$ cat src/ntae_pkg.sv
`default_nettype none
package ntae_pkg;

    localparam int unsigned ENTRIES_DEF = 16;

    localparam logic [2:0] ST_EMPTY = 3'd0;
    localparam logic [2:0] ST_NEW   = 3'd1;
    localparam logic [2:0] ST_VALID = 3'd2;
    localparam logic [2:0] ST_GUARD = 3'd3;
    localparam logic [2:0] ST_OLD   = 3'd4;

    localparam logic [1:0] K_TICK  = 2'd0;
    localparam logic [1:0] K_FIND  = 2'd1;
    localparam logic [1:0] K_ALLOC = 2'd2;
    localparam logic [1:0] K_WRITE = 2'd3;

    localparam logic [2:0] R_HIT      = 3'd0;
    localparam logic [2:0] R_NOTFOUND = 3'd1;
    localparam logic [2:0] R_ALLOC    = 3'd2;
    localparam logic [2:0] R_FULL     = 3'd3;
    localparam logic [2:0] R_WRITTEN  = 3'd4;
    localparam logic [2:0] R_PROMOTED = 3'd5;
    localparam logic [2:0] R_SUMMARY  = 3'd6;

    localparam logic [2:0] CFG_TICK    = 3'd0;
    localparam logic [2:0] CFG_UNREACH = 3'd1;
    localparam logic [2:0] CFG_REACH   = 3'd2;
    localparam logic [2:0] CFG_NEW_TO  = 3'd3;
    localparam logic [2:0] CFG_VAL_TO  = 3'd4;
    localparam logic [2:0] CFG_GRD_TO  = 3'd5;

    // entry word: state, id, timeout, unreachable time
    localparam int unsigned ENTRY_W = 3 + 32 + 32 + 32;

    typedef struct packed {
        logic [1:0]  kind;
        logic [31:0] node_id;
        logic [3:0]  slot;
        logic [2:0]  set_state;
        logic        clear_unreach;
    } t_in;

    typedef struct packed {
        logic [2:0]  result_kind;
        logic [3:0]  result_slot;
        logic [31:0] result_id;
        logic [2:0]  reachable_count;
        logic [31:0] led_pattern;
        logic        last;
    } t_out;

    typedef struct packed {
        logic [2:0]  st;
        logic [31:0] id;
        logic [31:0] tmo;
        logic [31:0] unr;
    } t_entry;

    typedef struct packed {
        logic [15:0] tick_ms;
        logic [31:0] unreach_lim;
        logic [31:0] reach_lim;
        logic [31:0] new_to;
        logic [31:0] valid_to;
        logic [31:0] guard_to;
    } t_cfg;

    typedef enum logic [2:0] {
        S_CLEAR, S_IDLE, S_READ, S_PROC, S_EMIT, S_DONE
    } t_fsm;

    function automatic logic [31:0] led_of(input logic [2:0] c);
        logic [31:0] r;
        begin
            case (c)
                3'd0: r = 32'h0;
                3'd1: r = 32'hf1;
                3'd2: r = 32'hf111;
                3'd3: r = 32'hf11111;
                3'd4: r = 32'hf1111111;
                default: r = 32'h0;
            endcase
            return r;
        end
    endfunction

    function automatic logic [31:0] timeout_of(input logic [2:0] s, input t_cfg c);
        logic [31:0] r;
        begin
            case (s)
                ST_NEW:   r = c.new_to;
                ST_VALID: r = c.valid_to;
                ST_GUARD: r = c.guard_to;
                default:  r = 32'hffff_ffff;
            endcase
            return r;
        end
    endfunction

endpackage
`default_nettype wire

$ cat src/ntae_ram.sv
`default_nettype none
module ntae_ram #(
    parameter int unsigned WIDTH = 8,
    parameter int unsigned DEPTH = 16,
    localparam int unsigned AW = (DEPTH > 1) ? $clog2(DEPTH) : 1
) (
    input  wire logic             i_clk,
    input  wire logic             i_we,
    input  wire logic [AW-1:0]    i_waddr,
    input  wire logic [WIDTH-1:0] i_wdata,
    input  wire logic [AW-1:0]    i_raddr,
    output logic      [WIDTH-1:0] o_rdata
);
    logic [WIDTH-1:0] r_mem [DEPTH];

    always_ff @(posedge i_clk) begin
        if (i_we) begin
            r_mem[i_waddr] <= i_wdata;
        end
        o_rdata <= r_mem[i_raddr];
    end
endmodule
`default_nettype wire

$ cat src/ntae_age.sv
`default_nettype none
// Combinational aging of one entry as a tick visits it.
module ntae_age (
    input  wire ntae_pkg::t_entry i_e,
    input  wire ntae_pkg::t_cfg   i_cfg,
    output ntae_pkg::t_entry      o_e,
    output logic                  o_promote
);
    ntae_pkg::t_entry a;
    ntae_pkg::t_entry b;
    ntae_pkg::t_entry c;
    logic [32:0]      sum;
    logic [31:0]      tk;

    always_comb begin
        tk = {16'd0, i_cfg.tick_ms};
        a = i_e;
        if (i_e.unr >= i_cfg.unreach_lim &&
            (i_e.st == ntae_pkg::ST_NEW || i_e.st == ntae_pkg::ST_VALID ||
             i_e.st == ntae_pkg::ST_GUARD)) begin
            a.st  = ntae_pkg::ST_OLD;
            a.tmo = 32'hffff_ffff;
        end
        b = a;
        if (a.tmo == 32'd0) begin
            case (a.st)
                ntae_pkg::ST_NEW:   b.st = ntae_pkg::ST_GUARD;
                ntae_pkg::ST_VALID: b.st = ntae_pkg::ST_NEW;
                ntae_pkg::ST_GUARD: b.st = ntae_pkg::ST_OLD;
                default:            b.st = a.st;
            endcase
            if (b.st != a.st) begin
                b.tmo = ntae_pkg::timeout_of(b.st, i_cfg);
            end
        end
        c = b;
        o_promote = 1'b0;
        if (b.st == ntae_pkg::ST_NEW) begin
            c.st = ntae_pkg::ST_VALID;
            c.tmo = i_cfg.valid_to;
            o_promote = 1'b1;
        end else if (b.st == ntae_pkg::ST_OLD) begin
            c = '0;
        end
        o_e = c;
        sum = {1'b0, c.unr} + {1'b0, tk};
        if (c.st != ntae_pkg::ST_EMPTY) begin
            o_e.tmo = (c.tmo >= tk) ? c.tmo - tk : 32'd0;
            o_e.unr = sum[32] ? 32'hffff_ffff : sum[31:0];
        end
    end
endmodule
`default_nettype wire

$ cat src/neighbor_table_aging_engine_unit.sv
`default_nettype none
// Channel   Direction  Handshake                    Payload
// cfg       in         i_cfg_valid / o_cfg_ready    i_cfg_index, i_cfg_data
// request   in         i_in_valid / o_in_ready      i_in (ntae_pkg::t_in)
// result    out        o_out_valid / i_out_ready    o_out (ntae_pkg::t_out)
//
// After reset a clearing pass writes ENTRIES rows, one per cycle, before the
// first request is taken. A write reads its row, writes it back, then emits.
// A tick visits every row (read, then update/write back), emitting a result
// after each promotion. Find and allocate stop at the first match; a match
// at row k below the last reads that row twice. Each result waits in the
// output register until taken; a further result stalls the sweep meanwhile.
module neighbor_table_aging_engine_unit #(
    parameter int unsigned ENTRIES = ntae_pkg::ENTRIES_DEF,
    localparam int unsigned AW = (ENTRIES > 1) ? $clog2(ENTRIES) : 1
) (
    input  wire logic          i_clk,
    input  wire logic          i_rst_n,
    input  wire logic          i_cfg_valid,
    output logic               o_cfg_ready,
    input  wire logic [2:0]    i_cfg_index,
    input  wire logic [31:0]   i_cfg_data,
    input  wire logic          i_in_valid,
    output logic               o_in_ready,
    input  wire ntae_pkg::t_in i_in,
    output logic               o_out_valid,
    input  wire logic          i_out_ready,
    output ntae_pkg::t_out     o_out
);
    localparam logic [AW-1:0] LAST_IDX = AW'(ENTRIES - 1);

    ntae_pkg::t_fsm   r_fsm, n_fsm;
    ntae_pkg::t_cfg   r_cfg;
    ntae_pkg::t_in    r_req;
    logic [AW-1:0]    r_idx;
    logic [2:0]       r_cnt;
    logic             r_found;
    ntae_pkg::t_out   r_pend;
    ntae_pkg::t_out   r_out;
    logic             r_out_valid;

    logic             we;
    logic [AW-1:0]    waddr, raddr;
    logic [ntae_pkg::ENTRY_W-1:0] wdata, rdata;
    ntae_pkg::t_entry ent, aged, wr_e;
    logic             promote;
    logic             done_row;
    logic             slot_ok;
    logic             emit;
    ntae_pkg::t_out   emit_val;

    ntae_ram #(.WIDTH(ntae_pkg::ENTRY_W), .DEPTH(ENTRIES)) u_ram (
        .i_clk(i_clk), .i_we(we), .i_waddr(waddr), .i_wdata(wdata),
        .i_raddr(raddr), .o_rdata(rdata)
    );

    ntae_age u_age (.i_e(ent), .i_cfg(r_cfg), .o_e(aged), .o_promote(promote));

    assign ent = ntae_pkg::t_entry'(rdata);
    assign slot_ok = (32'(r_req.slot) < ENTRIES);
    assign done_row = (r_idx == LAST_IDX);
    assign o_in_ready = (r_fsm == ntae_pkg::S_IDLE) && !r_out_valid;
    assign o_cfg_ready = 1'b1;
    assign o_out_valid = r_out_valid;
    assign o_out = r_out;

    always_comb begin
        wr_e = ent;
        wr_e.id = r_req.node_id;
        if (r_req.set_state <= ntae_pkg::ST_OLD) begin
            wr_e.st = r_req.set_state;
            if (r_req.set_state != ntae_pkg::ST_EMPTY) begin
                wr_e.tmo = ntae_pkg::timeout_of(r_req.set_state, r_cfg);
            end
        end
        if (r_req.clear_unreach) begin
            wr_e.unr = 32'd0;
        end
    end

    always_comb begin
        n_fsm = r_fsm;
        case (r_fsm)
            ntae_pkg::S_CLEAR: if (done_row) n_fsm = ntae_pkg::S_IDLE;
            ntae_pkg::S_IDLE:  if (i_in_valid && o_in_ready) n_fsm = ntae_pkg::S_READ;
            ntae_pkg::S_READ:  n_fsm = ntae_pkg::S_PROC;
            ntae_pkg::S_PROC: begin
                if (r_req.kind == ntae_pkg::K_WRITE) n_fsm = ntae_pkg::S_DONE;
                else if (r_req.kind == ntae_pkg::K_TICK && promote) n_fsm = ntae_pkg::S_EMIT;
                else if (done_row || r_found) n_fsm = ntae_pkg::S_DONE;
                else n_fsm = ntae_pkg::S_READ;
            end
            ntae_pkg::S_EMIT: begin
                if (!r_out_valid) n_fsm = done_row ? ntae_pkg::S_DONE : ntae_pkg::S_READ;
            end
            ntae_pkg::S_DONE:  if (!r_out_valid) n_fsm = ntae_pkg::S_IDLE;
            default:           n_fsm = ntae_pkg::S_IDLE;
        endcase
    end

    always_comb begin
        we = 1'b0;
        waddr = r_idx;
        wdata = '0;
        raddr = r_idx;
        emit = 1'b0;
        emit_val = r_pend;
        case (r_fsm)
            ntae_pkg::S_CLEAR: we = 1'b1;
            ntae_pkg::S_PROC: begin
                if (r_req.kind == ntae_pkg::K_TICK) begin
                    we = 1'b1;
                    wdata = aged;
                end else if (r_req.kind == ntae_pkg::K_WRITE) begin
                    we = slot_ok;
                    wdata = wr_e;
                end
            end
            ntae_pkg::S_EMIT, ntae_pkg::S_DONE: begin
                emit = !r_out_valid;
            end
            default: ;
        endcase
    end

    always_ff @(posedge i_clk) begin
        if (!i_rst_n) begin
            r_fsm <= ntae_pkg::S_CLEAR;
            r_idx <= '0;
            r_out_valid <= 1'b0;
            r_cfg.tick_ms <= 16'd100;
            r_cfg.unreach_lim <= 32'd60000;
            r_cfg.reach_lim <= 32'd10000;
            r_cfg.new_to <= 32'd5000;
            r_cfg.valid_to <= 32'd600000;
            r_cfg.guard_to <= 32'd30000;
            r_cnt <= '0;
            r_found <= 1'b0;
        end else begin
            r_fsm <= n_fsm;
            if (i_cfg_valid) begin
                case (i_cfg_index)
                    ntae_pkg::CFG_TICK:    r_cfg.tick_ms <= i_cfg_data[15:0];
                    ntae_pkg::CFG_UNREACH: r_cfg.unreach_lim <= i_cfg_data;
                    ntae_pkg::CFG_REACH:   r_cfg.reach_lim <= i_cfg_data;
                    ntae_pkg::CFG_NEW_TO:  r_cfg.new_to <= i_cfg_data;
                    ntae_pkg::CFG_VAL_TO:  r_cfg.valid_to <= i_cfg_data;
                    ntae_pkg::CFG_GRD_TO:  r_cfg.guard_to <= i_cfg_data;
                    default: ;
                endcase
            end
            if (r_out_valid && i_out_ready) r_out_valid <= 1'b0;
            if (emit) begin
                r_out_valid <= 1'b1;
                r_out <= emit_val;
            end
            case (r_fsm)
                ntae_pkg::S_CLEAR: if (!done_row) r_idx <= r_idx + 1'b1;
                ntae_pkg::S_IDLE: begin
                    if (i_in_valid && o_in_ready) begin
                        r_req <= i_in;
                        r_cnt <= '0;
                        r_found <= 1'b0;
                        r_idx <= (i_in.kind == ntae_pkg::K_WRITE) ? AW'(i_in.slot) : '0;
                    end
                end
                ntae_pkg::S_PROC: begin
                    case (r_req.kind)
                        ntae_pkg::K_TICK: begin
                            if (aged.st == ntae_pkg::ST_VALID && aged.unr < r_cfg.reach_lim
                                && r_cnt < 3'd4) r_cnt <= r_cnt + 3'd1;
                            if (promote) begin
                                r_pend <= '{ntae_pkg::R_PROMOTED, 4'(r_idx), ent.id,
                                            3'd0, 32'd0, 1'b0};
                            end else if (!done_row) r_idx <= r_idx + 1'b1;
                        end
                        ntae_pkg::K_FIND: begin
                            if (ent.st != ntae_pkg::ST_EMPTY && ent.id == r_req.node_id) begin
                                r_found <= 1'b1;
                                r_pend <= '{ntae_pkg::R_HIT, 4'(r_idx), ent.id,
                                            3'd0, 32'd0, 1'b1};
                            end else begin
                                r_pend <= '{ntae_pkg::R_NOTFOUND, 4'd0, 32'd0,
                                            3'd0, 32'd0, 1'b1};
                                if (!done_row) r_idx <= r_idx + 1'b1;
                            end
                        end
                        ntae_pkg::K_ALLOC: begin
                            if (ent.st == ntae_pkg::ST_EMPTY) begin
                                r_found <= 1'b1;
                                r_pend <= '{ntae_pkg::R_ALLOC, 4'(r_idx), 32'd0,
                                            3'd0, 32'd0, 1'b1};
                            end else begin
                                r_pend <= '{ntae_pkg::R_FULL, 4'd0, 32'd0,
                                            3'd0, 32'd0, 1'b1};
                                if (!done_row) r_idx <= r_idx + 1'b1;
                            end
                        end
                        default: begin
                            r_pend <= '{ntae_pkg::R_WRITTEN, r_req.slot, 32'd0,
                                        3'd0, 32'd0, 1'b1};
                        end
                    endcase
                end
                ntae_pkg::S_EMIT: begin
                    if (!r_out_valid) begin
                        if (!done_row) r_idx <= r_idx + 1'b1;
                        else r_pend <= '{ntae_pkg::R_SUMMARY, 4'd0, 32'd0, r_cnt,
                                         ntae_pkg::led_of(r_cnt), 1'b1};
                    end
                end
                default: ;
            endcase
            // summary built once the last row is processed without a promotion
            if (r_fsm == ntae_pkg::S_PROC && r_req.kind == ntae_pkg::K_TICK && !promote
                && done_row) begin
                r_pend <= '{ntae_pkg::R_SUMMARY, 4'd0, 32'd0,
                            ((aged.st == ntae_pkg::ST_VALID && aged.unr < r_cfg.reach_lim
                              && r_cnt < 3'd4) ? r_cnt + 3'd1 : r_cnt),
                            ntae_pkg::led_of((aged.st == ntae_pkg::ST_VALID
                              && aged.unr < r_cfg.reach_lim && r_cnt < 3'd4)
                              ? r_cnt + 3'd1 : r_cnt), 1'b1};
            end
        end
    end

`ifndef SYNTHESIS
    a_out_hold: assert property (@(posedge i_clk) disable iff (!i_rst_n)
        r_out_valid && !i_out_ready |=> r_out_valid && $stable(r_out))
        else $error("result changed while stalled");
    a_no_accept_busy: assert property (@(posedge i_clk) disable iff (!i_rst_n)
        (r_fsm != ntae_pkg::S_IDLE) |-> !o_in_ready)
        else $error("request taken while busy");
    a_cnt_cap: assert property (@(posedge i_clk) disable iff (!i_rst_n)
        r_cnt <= 3'd4)
        else $error("reachable count above cap");
    a_emit_free: assert property (@(posedge i_clk) disable iff (!i_rst_n)
        emit |-> !r_out_valid)
        else $error("result overwritten");
`endif
endmodule
`default_nettype wire

$ cat config.mk
export PLATFORM = sky130hd
export DESIGN_NAME = neighbor_table_aging_engine_unit
export DESIGN_NICKNAME = d
export VERILOG_FILES = /design/src/ntae_pkg.sv /design/src/ntae_ram.sv /design/src/ntae_age.sv /design/src/neighbor_table_aging_engine_unit.sv
export SDC_FILE = /design/constraint.sdc
export NUM_CORES = 2
export LEC_CHECK = 0
export BUFFER_PORTS_ARGS = -buffer_cell sky130_fd_sc_hd__buf_2
export CELL_PAD_IN_SITES_DETAIL_PLACEMENT = 1
export CELL_PAD_IN_SITES_GLOBAL_PLACEMENT = 1
export CORE_MARGIN = 2
export CORE_UTILIZATION = 59
export DETAILED_ROUTE_END_ITERATION = 12
export PLACE_DENSITY = 0.87
export SYNTH_ARGS = -nofsm -noshare
export SYNTH_HDL_FRONTEND = slang
export SYNTH_SLANG_ARGS = --single-unit
$ cat constraint.sdc
create_clock -name i_clk -period 21.1 [get_ports i_clk]
set_input_delay 3.165 -clock i_clk [delete_from_list [all_inputs] [get_ports i_clk]]
set_output_delay 3.165 -clock i_clk [all_outputs]
set_load 0.01 [all_outputs]
Word-level counts from Yosys, hierarchy flattened
Memory sizes are Yosys's and may differ from the RTL's. A register that Yosys moved wholly into a read port is not among the register bits.
Cells that the tools add are included.
Widths: inputs -> output; s select.
{"block": "classes", "add_sub_neg": 4, "eq_ne": 55, "reduce_logical": 42, "n_mux": 70, "magnitude_cmp": 5}
{"operator": "$mux 99", "n": 4}
{"operator": "$mux 32", "n": 11}
{"operator": "$pmux 32 s4", "n": 2}
{"operator": "$mux 75", "n": 3}
{"operator": "$pmux 75 s3", "n": 1}
{"operator": "$pmux 32 s3", "n": 2}
{"operator": "$pmux 75 s2", "n": 1}
{"operator": "$mux 73", "n": 2}
{"operator": "$mux 64", "n": 1}
{"operator": "$eq 3x2->1 const B", "n": 17}
{"operator": "$mux 3", "n": 16}
{"operator": "$mux 36", "n": 1}
{"operator": "$add 32x16->33", "n": 1}
{"operator": "$eq 32x32->1", "n": 1}
{"operator": "$ge 32x16->1", "n": 1}
{"operator": "$ge 32x32->1", "n": 1}
{"operator": "$logic_not 32->1", "n": 1}
{"operator": "$lt 32x32->1", "n": 1}
{"operator": "$sub 32x16->32", "n": 1}
{"operator": "$mux 4", "n": 7}
{"operator": "$eq 3x1->1 const B", "n": 9}
{"operator": "$eq 3x3->1 const B", "n": 7}
{"operator": "$ne 3x3->1 const B", "n": 7}
{"operator": "$pmux 3 s6", "n": 1}
{"operator": "33 further kinds", "n": 77}
{"block": "word_totals", "memories": 1, "output_inout_bits": 78, "mem_bits_rw": 1584, "input_bits": 82, "ff_bits": 380, "elab_cells": 205}
{"memory": "u_ram.r_mem", "depth": 16, "word_bits": 99, "read_ports": 1, "rd_clocked_by_memory_dff": 1, "write_ports": 1, "line_no": "ntae_ram.sv:14", "text": "logic [WIDTH-1:0] r_mem [DEPTH];"}

Longest topological paths before layout
{"block": "logic_depth", "depth_word": 24, "ltp_mapped": 38, "depth_no_buf": 34}

Hierarchy
Synthesis repeated with hierarchy kept, for this count alone.
{"block": "hier_totals", "hier_cells": 5034, "area_unflattened_um2": 82431.6}
{"mod": "ntae_ram", "n_inst": 1, "area_per_inst_um2": 61211.2, "cells_per_inst": 2534, "seq_area_each_um2": 49547.5}
{"mod": "neighbor_table_aging_engine_unit", "n_inst": 1, "area_per_inst_um2": 15615.0, "cells_per_inst": 1647, "seq_area_each_um2": 8027.7}
{"mod": "ntae_age", "n_inst": 1, "area_per_inst_um2": 5605.4, "cells_per_inst": 853, "seq_area_each_um2": 0.0}

Least setup slack after synthesis
No wires, ideal clock.
{"block": "synth_timing", "path_type": "reg-to-reg", "start": "register r_idx[0]", "end": "memory u_ram.r_mem[0][0] in the netlist's numbering, enable pin", "path_buffers": 3, "slack_ps": 12493, "period_less_slack_ps": 8607, "setup_time_ps": 678, "arrival_ps": 7930, "required_time_ps": 20422, "path_stages_with_launch": 8, "cell_sequence": "dfxtp_1 > clkbuf_1 > clkbuf_1 > clkbuf_1 > inv_1 > ha_1 > nand2_1 > nor3_1"}
{"element": "from (decl)", "line_no": "neighbor_table_aging_engine_unit.sv:35", "text": "logic [AW-1:0] r_idx;"}
{"element": "from (signal assigned)", "line_no": "neighbor_table_aging_engine_unit.sv:158", "text": "ntae_pkg::S_CLEAR: if (!done_row) r_idx <= r_idx + 1'b1;"}
{"element": "from (signal assigned)", "line_no": "neighbor_table_aging_engine_unit.sv:164", "text": "r_idx <= (i_in.kind == ntae_pkg::K_WRITE) ? AW'(i_in.slot) : '0;"}
{"element": "from (signal assigned)", "line_no": "neighbor_table_aging_engine_unit.sv:175", "text": "end else if (!done_row) r_idx <= r_idx + 1'b1;"}
{"element": "to (decl)", "line_no": "ntae_ram.sv:14"}
Straight into the memory's write port.

Final worst setup path
{"block": "layout_timing", "start": "register r_cfg[153] in the netlist's numbering", "end": "register r_pend, in the netlist emit_val[5], data pin"}
{"block": "layout_between", "elab_chain_len": 20, "elab_cells_between_ends": 35, "cone_classes": "1 x add/sub; 2 x order compare; 10 x eq/ne; 14 x mux; 8 x reduce/logical"}
{"element": "from (decl)", "line_no": "neighbor_table_aging_engine_unit.sv:33", "text": "ntae_pkg::t_cfg r_cfg;"}
{"element": "$ge 32x32->1 *", "line_no": "ntae_age.sv:18", "text": "if (i_e.unr >= i_cfg.unreach_lim &&"}
{"element": "$logic_and 1x1->1 *", "line_no": "ntae_age.sv:18"}
{"element": "$mux 3", "line_no": "ntae_age.sv:18"}
{"element": "$eq 3x2->1 / $eq 3x1->1 (equally long branches)", "line_no": "ntae_age.sv:26", "text": "case (a.st)"}
{"element": "$pmux 3 s3", "line_no": "ntae_age.sv:26"}
{"element": "$mux 3", "line_no": "ntae_age.sv:25", "text": "if (a.tmo == 32'd0) begin"}
{"element": "$mux 3 *", "line_no": "ntae_age.sv:25"}
{"element": "$eq 3x3->1", "line_no": "ntae_age.sv:42", "text": "end else if (b.st == ntae_pkg::ST_OLD) begin"}
{"element": "[3 not listed]"}
{"element": "$mux 32", "line_no": "ntae_age.sv:49", "text": "o_e.unr = sum[32] ? 32'hffff_ffff : sum[31:0];"}
{"element": "$mux 64", "line_no": "ntae_age.sv:47", "text": "if (c.st != ntae_pkg::ST_EMPTY) begin"}
{"element": "$lt 32x32->1", "line_no": "neighbor_table_aging_engine_unit.sv:221", "text": "&& aged.unr < r_cfg.reach_lim && r_cnt < 3'd4)"}
{"element": "$logic_and 1x1->1 (2 in a row)", "line_no": "neighbor_table_aging_engine_unit.sv:221"}
{"element": "$mux 3", "line_no": "neighbor_table_aging_engine_unit.sv:222", "text": "? r_cnt + 3'd1 : r_cnt), 1'b1};"}
{"element": "$eq 3x3->1, or another cell as far along", "line_no": "ntae_pkg.sv:75", "text": "case (c)"}
{"element": "$pmux 32 s4", "line_no": "ntae_pkg.sv:75"}
{"element": "$mux 36 *", "line_no": "neighbor_table_aging_engine_unit.sv:215", "text": "if (r_fsm == ntae_pkg::S_PROC && r_req.kind == ntae_pkg::K_TICK && !promote"}
{"element": "to (signal assigned)", "line_no": "neighbor_table_aging_engine_unit.sv:200", "text": "r_pend <= '{ntae_pkg::R_WRITTEN, r_req.slot, 32'd0,"}
{"element": "to (signal assigned)", "line_no": "neighbor_table_aging_engine_unit.sv:208", "text": "else r_pend <= '{ntae_pkg::R_SUMMARY, 4'd0, 32'd0, r_cnt,"}
{"element": "to (signal assigned)", "line_no": "neighbor_table_aging_engine_unit.sv:217", "text": "r_pend <= '{ntae_pkg::R_SUMMARY, 4'd0, 32'd0,"}
{"element": "to (decl)", "line_no": "neighbor_table_aging_engine_unit.sv:38", "text": "ntae_pkg::t_out r_pend;"}
Mark *: on every way between the ends. The rest lies on a longest branch, timed or not. The select of a mux whose other input is x is not followed.
A chain may end at the register's enable or synchronous reset.

==> impl_metrics.tcl <==
set metrics [dict create \
    drc 0 \
    cp_slowest_stage_delay_ns 0.77 \
    vias 49200 \
    clk_latency_ns 0.87 \
    die_w_um 376 \
    post_cts_buffers 0 \
    min_path_type "reg -> reg" \
    timing.rr.end "emit_val[5]" \
    p_comb_share_pct 11.4 \
    critPathKind "reg -> reg" \
    ir_drop_uv 97.7 \
    fin_nets 5057 \
    r2r_slack_ns 11.29 \
    core_um2 137000 \
    hpwl_um 137000 \
    hold_buffers 0 \
    boundaryPins 160 \
    synth_cell_types 88 \
    cts_tree "done" \
    fin_crit_ns 9.81 \
    worstPathRequired_ns 21.69 \
    grt_usage_pct 36.6 \
    worstHoldPathCells 0 \
    tns_ns 0 \
    cts_inserted_buffers 192 \
    cp_slowest_cell "a2111oi_2" \
    ys_async_sr_fraction_pct 0 \
    avgSynthCellArea_um2 17.4 \
    drt_iter0_markers 7355 \
    drive_above_1_share_pct 22.2 \
    power_density_nw_per_um2 100 \
    yosysSeqAreaShare_pct 70.5 \
    place_area_um2 84500 \
    design_area_um2 90900 \
    grt_pass1_wl_um 369000 \
    dieHeight_um 376 \
    hp-start "emit_val[62]" \
    worstReg2RegStart "r_cfg[153]" \
    grt_pass1_vias 51600 \
    cp-end-kind "register" \
    seq_power_share_pct 49.4 \
    p_clk_share_pct 39.2 \
    drt-total-wl_um 256000 \
    synth_flop_cell "edfxtp_1" \
    hold_end "o_out[62]" \
    status "finished clean" \
    gp_congestion 0.907 \
    worst_pin_slew_ns 1.45 \
    fmax_ghz 0.102 \
    p_int_w 0.00674 \
    netlist_area_um2 81600 \
    ys_warn_count 0 \
    hold_viol_final 0 \
    clock_skew_ns 0.0632 \
    cts_htree_levels 4 \
    antenna_found_initial 10 \
    switching_share_pct 25.8 \
    rsz0062_at_grt "no" \
    p_switching_w 0.00235 \
    clk_pin_slew_ns 0.07 \
    r2r_cells 32 \
    gr-total-overflow 0 \
    cts.sinks 2013 \
    syn_to_final_growth_pct 11.4 \
    cts-root-buf "clkbuf_16" \
    synth_seq_cells 2013 \
    power_w 0.00909 \
    viasPerCell 7.21 \
    setup_viol 0 \
    initial_core_util_pct 59.4 \
    post_cts_resized 0 \
    dr.pass1.iters 6 \
    clockBufferDepth 3 \
    slew-limit-headroom_pct 3.14 \
    crit_path_frequent_cell "ha_1" \
    maxSlewViolCount 0 \
    cap_violations 0 \
    fp.dieArea_um2 141000 \
    startpoint_type "register" \
    p_leak_nw 28.8 \
    period_share_pct 46.5 \
    ant_nets 0 \
    io_buffers 146 \
    grt_max_degree 141 \
    synthCells 4689 \
    wl_per_cell_um 37.5 \
    cp.arrival_ns 10.39 \
    num_rows 136 \
    crit_path_max_fanout 33 \
    synth_edf_count 1726 \
]
cell usage after synthesis (14+ instances only):
library cell  number  area share [%]
edfxtp_1        1726              64
mux4_2           495              14
nand2_1          480             2.2
dfxtp_1          287             7.0
clkbuf_1         203            0.93
a21boi_0         145             1.3
nor2_1           138            0.63
a21oi_1          122            0.75
inv_1            114            0.52
ha_1             109             1.7
o21ai_0          103            0.63
and2_1            59            0.45
a22o_1            51            0.55
xor2_1            47            0.50
nand3_1           42            0.26
mux2i_1           40            0.49
buf_1             38            0.17
buf_4             33            0.30
o221ai_1          33            0.35
xnor2_1           33            0.35
a221oi_1          30            0.32
nor3_1            26            0.16
and3_1            22            0.17
a31oi_1           21            0.16
o211ai_1          20            0.18
a21o_1            18            0.17
nor4_1            18            0.14
nand4_1           17            0.13
nor2b_1           16            0.12
o31ai_1           16            0.15
a22oi_1           14            0.13
o21ai_1           14           0.086
cells in the final DEF (no fill, tap or decap), drive strengths merged, types with 61 or more instances in the layout:
cell	Yosys	layout
inv	114	121
edfxtp	1726	1726
mux4	495	495
nand2	482	482
nor2	139	139
and2	61	61
buf	82	255
o21ai	117	117
a21oi	124	124
clkbuf	203	240
dfxtp	287	287
clkinv	0	87
a21boi	146	146
ha	109	109
power by group through the flow:
stage               Sequential [W]  Clock (W)  Combinational [W]
floorplan                  0.00453          0           0.000688
global placement           0.00455          0           0.000930
detailed placement         0.00456          0           0.000973
CTS                        0.00449    0.00359            0.00101
global route               0.00449    0.00371            0.00109
finish                     0.00449    0.00357            0.00103
flip-flops by register name, summed over array words and instances (netlist names):
| signal | count |
|---|---|
| emit_val | 50 |
| o_out | 50 |
| o_out_valid | 1 |
| r_cfg | 176 |
| r_cnt | 3 |
| r_found | 1 |
| r_fsm | 3 |
| r_idx | 4 |
| r_req | 42 |
| u_ram.o_rdata | 99 |
| u_ram.r_mem | 1584 |
final cells by class:
class	instances	area (µm²)
Antenna cell	2	5.00
Tap cell	1794	2240
Multi-Input combinational cell	2288	22600
Timing Repair Buffer	255	1590
Inverter	114	435
Sequential cell	2013	57600
Clock buffer	240	5090
Clock inverter	119	1320
Fill cell	11400	46400
worst max-delay path: cells and delay by family, from the launching register on:
family                     cells  cell delay [ns]
AOI/OAI and AO/OA             13             3.80
xor gates and xnor gates       1             0.15
adders and majority gates      4             1.38
buffers and inverters          3             0.49
DFF                            1             0.37
muxes                          1             0.47
and+or+nand+nor               10             2.84
per-layer routing:
layer | track usage [%] | vias to the layer above | wire length, µm
met5 | 0 | - | 57
met4 | 19.4 | 10 | 16000
met3 | 8.24 | 1025 | 26900
met2 | 58.7 | 3946 | 123000
met1 | 47.3 | 25400 | 90100
li1 | - | 18900 | -
worst max path at each step:
stage | startpoint | endpoint | slack, ns | cells after the start
detailed placement | r_cfg[137] | emit_val[13] | 12.12 | 32
global placement | r_cfg[137] | emit_val[21] | 12.54 | 32
CTS | r_cfg[137] | emit_val[21] | 11.77 | 32
global route | r_cfg[137] | emit_val[5] | 10.89 | 32
finish | r_cfg[153] | emit_val[5] | 11.29 | 32
floorplan | r_idx[0] | u_ram.r_mem[0][0] | 12.49 | 7
logic make-up (layout without fill, tap and decap cells):
| logic type | after synthesis | in the layout | share of synthesized area (%) |
|---|---|---|---|
| flip-flops | 2013 | 2013 | 70.5 |
| AO/OA/AOI/OAI | 672 | 672 | 5.83 |
| other | 2 | 15 | 0.00920 |
| AND/OR/NAND/NOR | 873 | 873 | 4.79 |
| adder cells (fa/ha/maj) | 111 | 111 | 1.72 |
| buffers and inverters | 399 | 728 | 2.04 |
| XOR/XNOR | 80 | 80 | 0.858 |
| multiplexers | 539 | 539 | 14.2 |
stage by stage:
| stage | hold slack (ns) | instances | setup WS [ns] | utilization (%) |
|---|---|---|---|---|
| 6_report | 0.418 | 6825 | 11.29 | 66.2 |
| 5_1_grt | 0.419 | 6824 | 10.89 | 66.2 |
| 4_1_cts | 0.418 | 6823 | 11.77 | 66.2 |
| 3_5_place_dp | 0.406 | 6464 | 12.12 | 61.5 |
| 3_3_place_gp | 0.402 | 6464 | 12.54 | 61.5 |
| 2_1_floorplan | 0.400 | 4700 | 12.49 | - |
No activity file was read; power rests on OpenSTA's default activity.
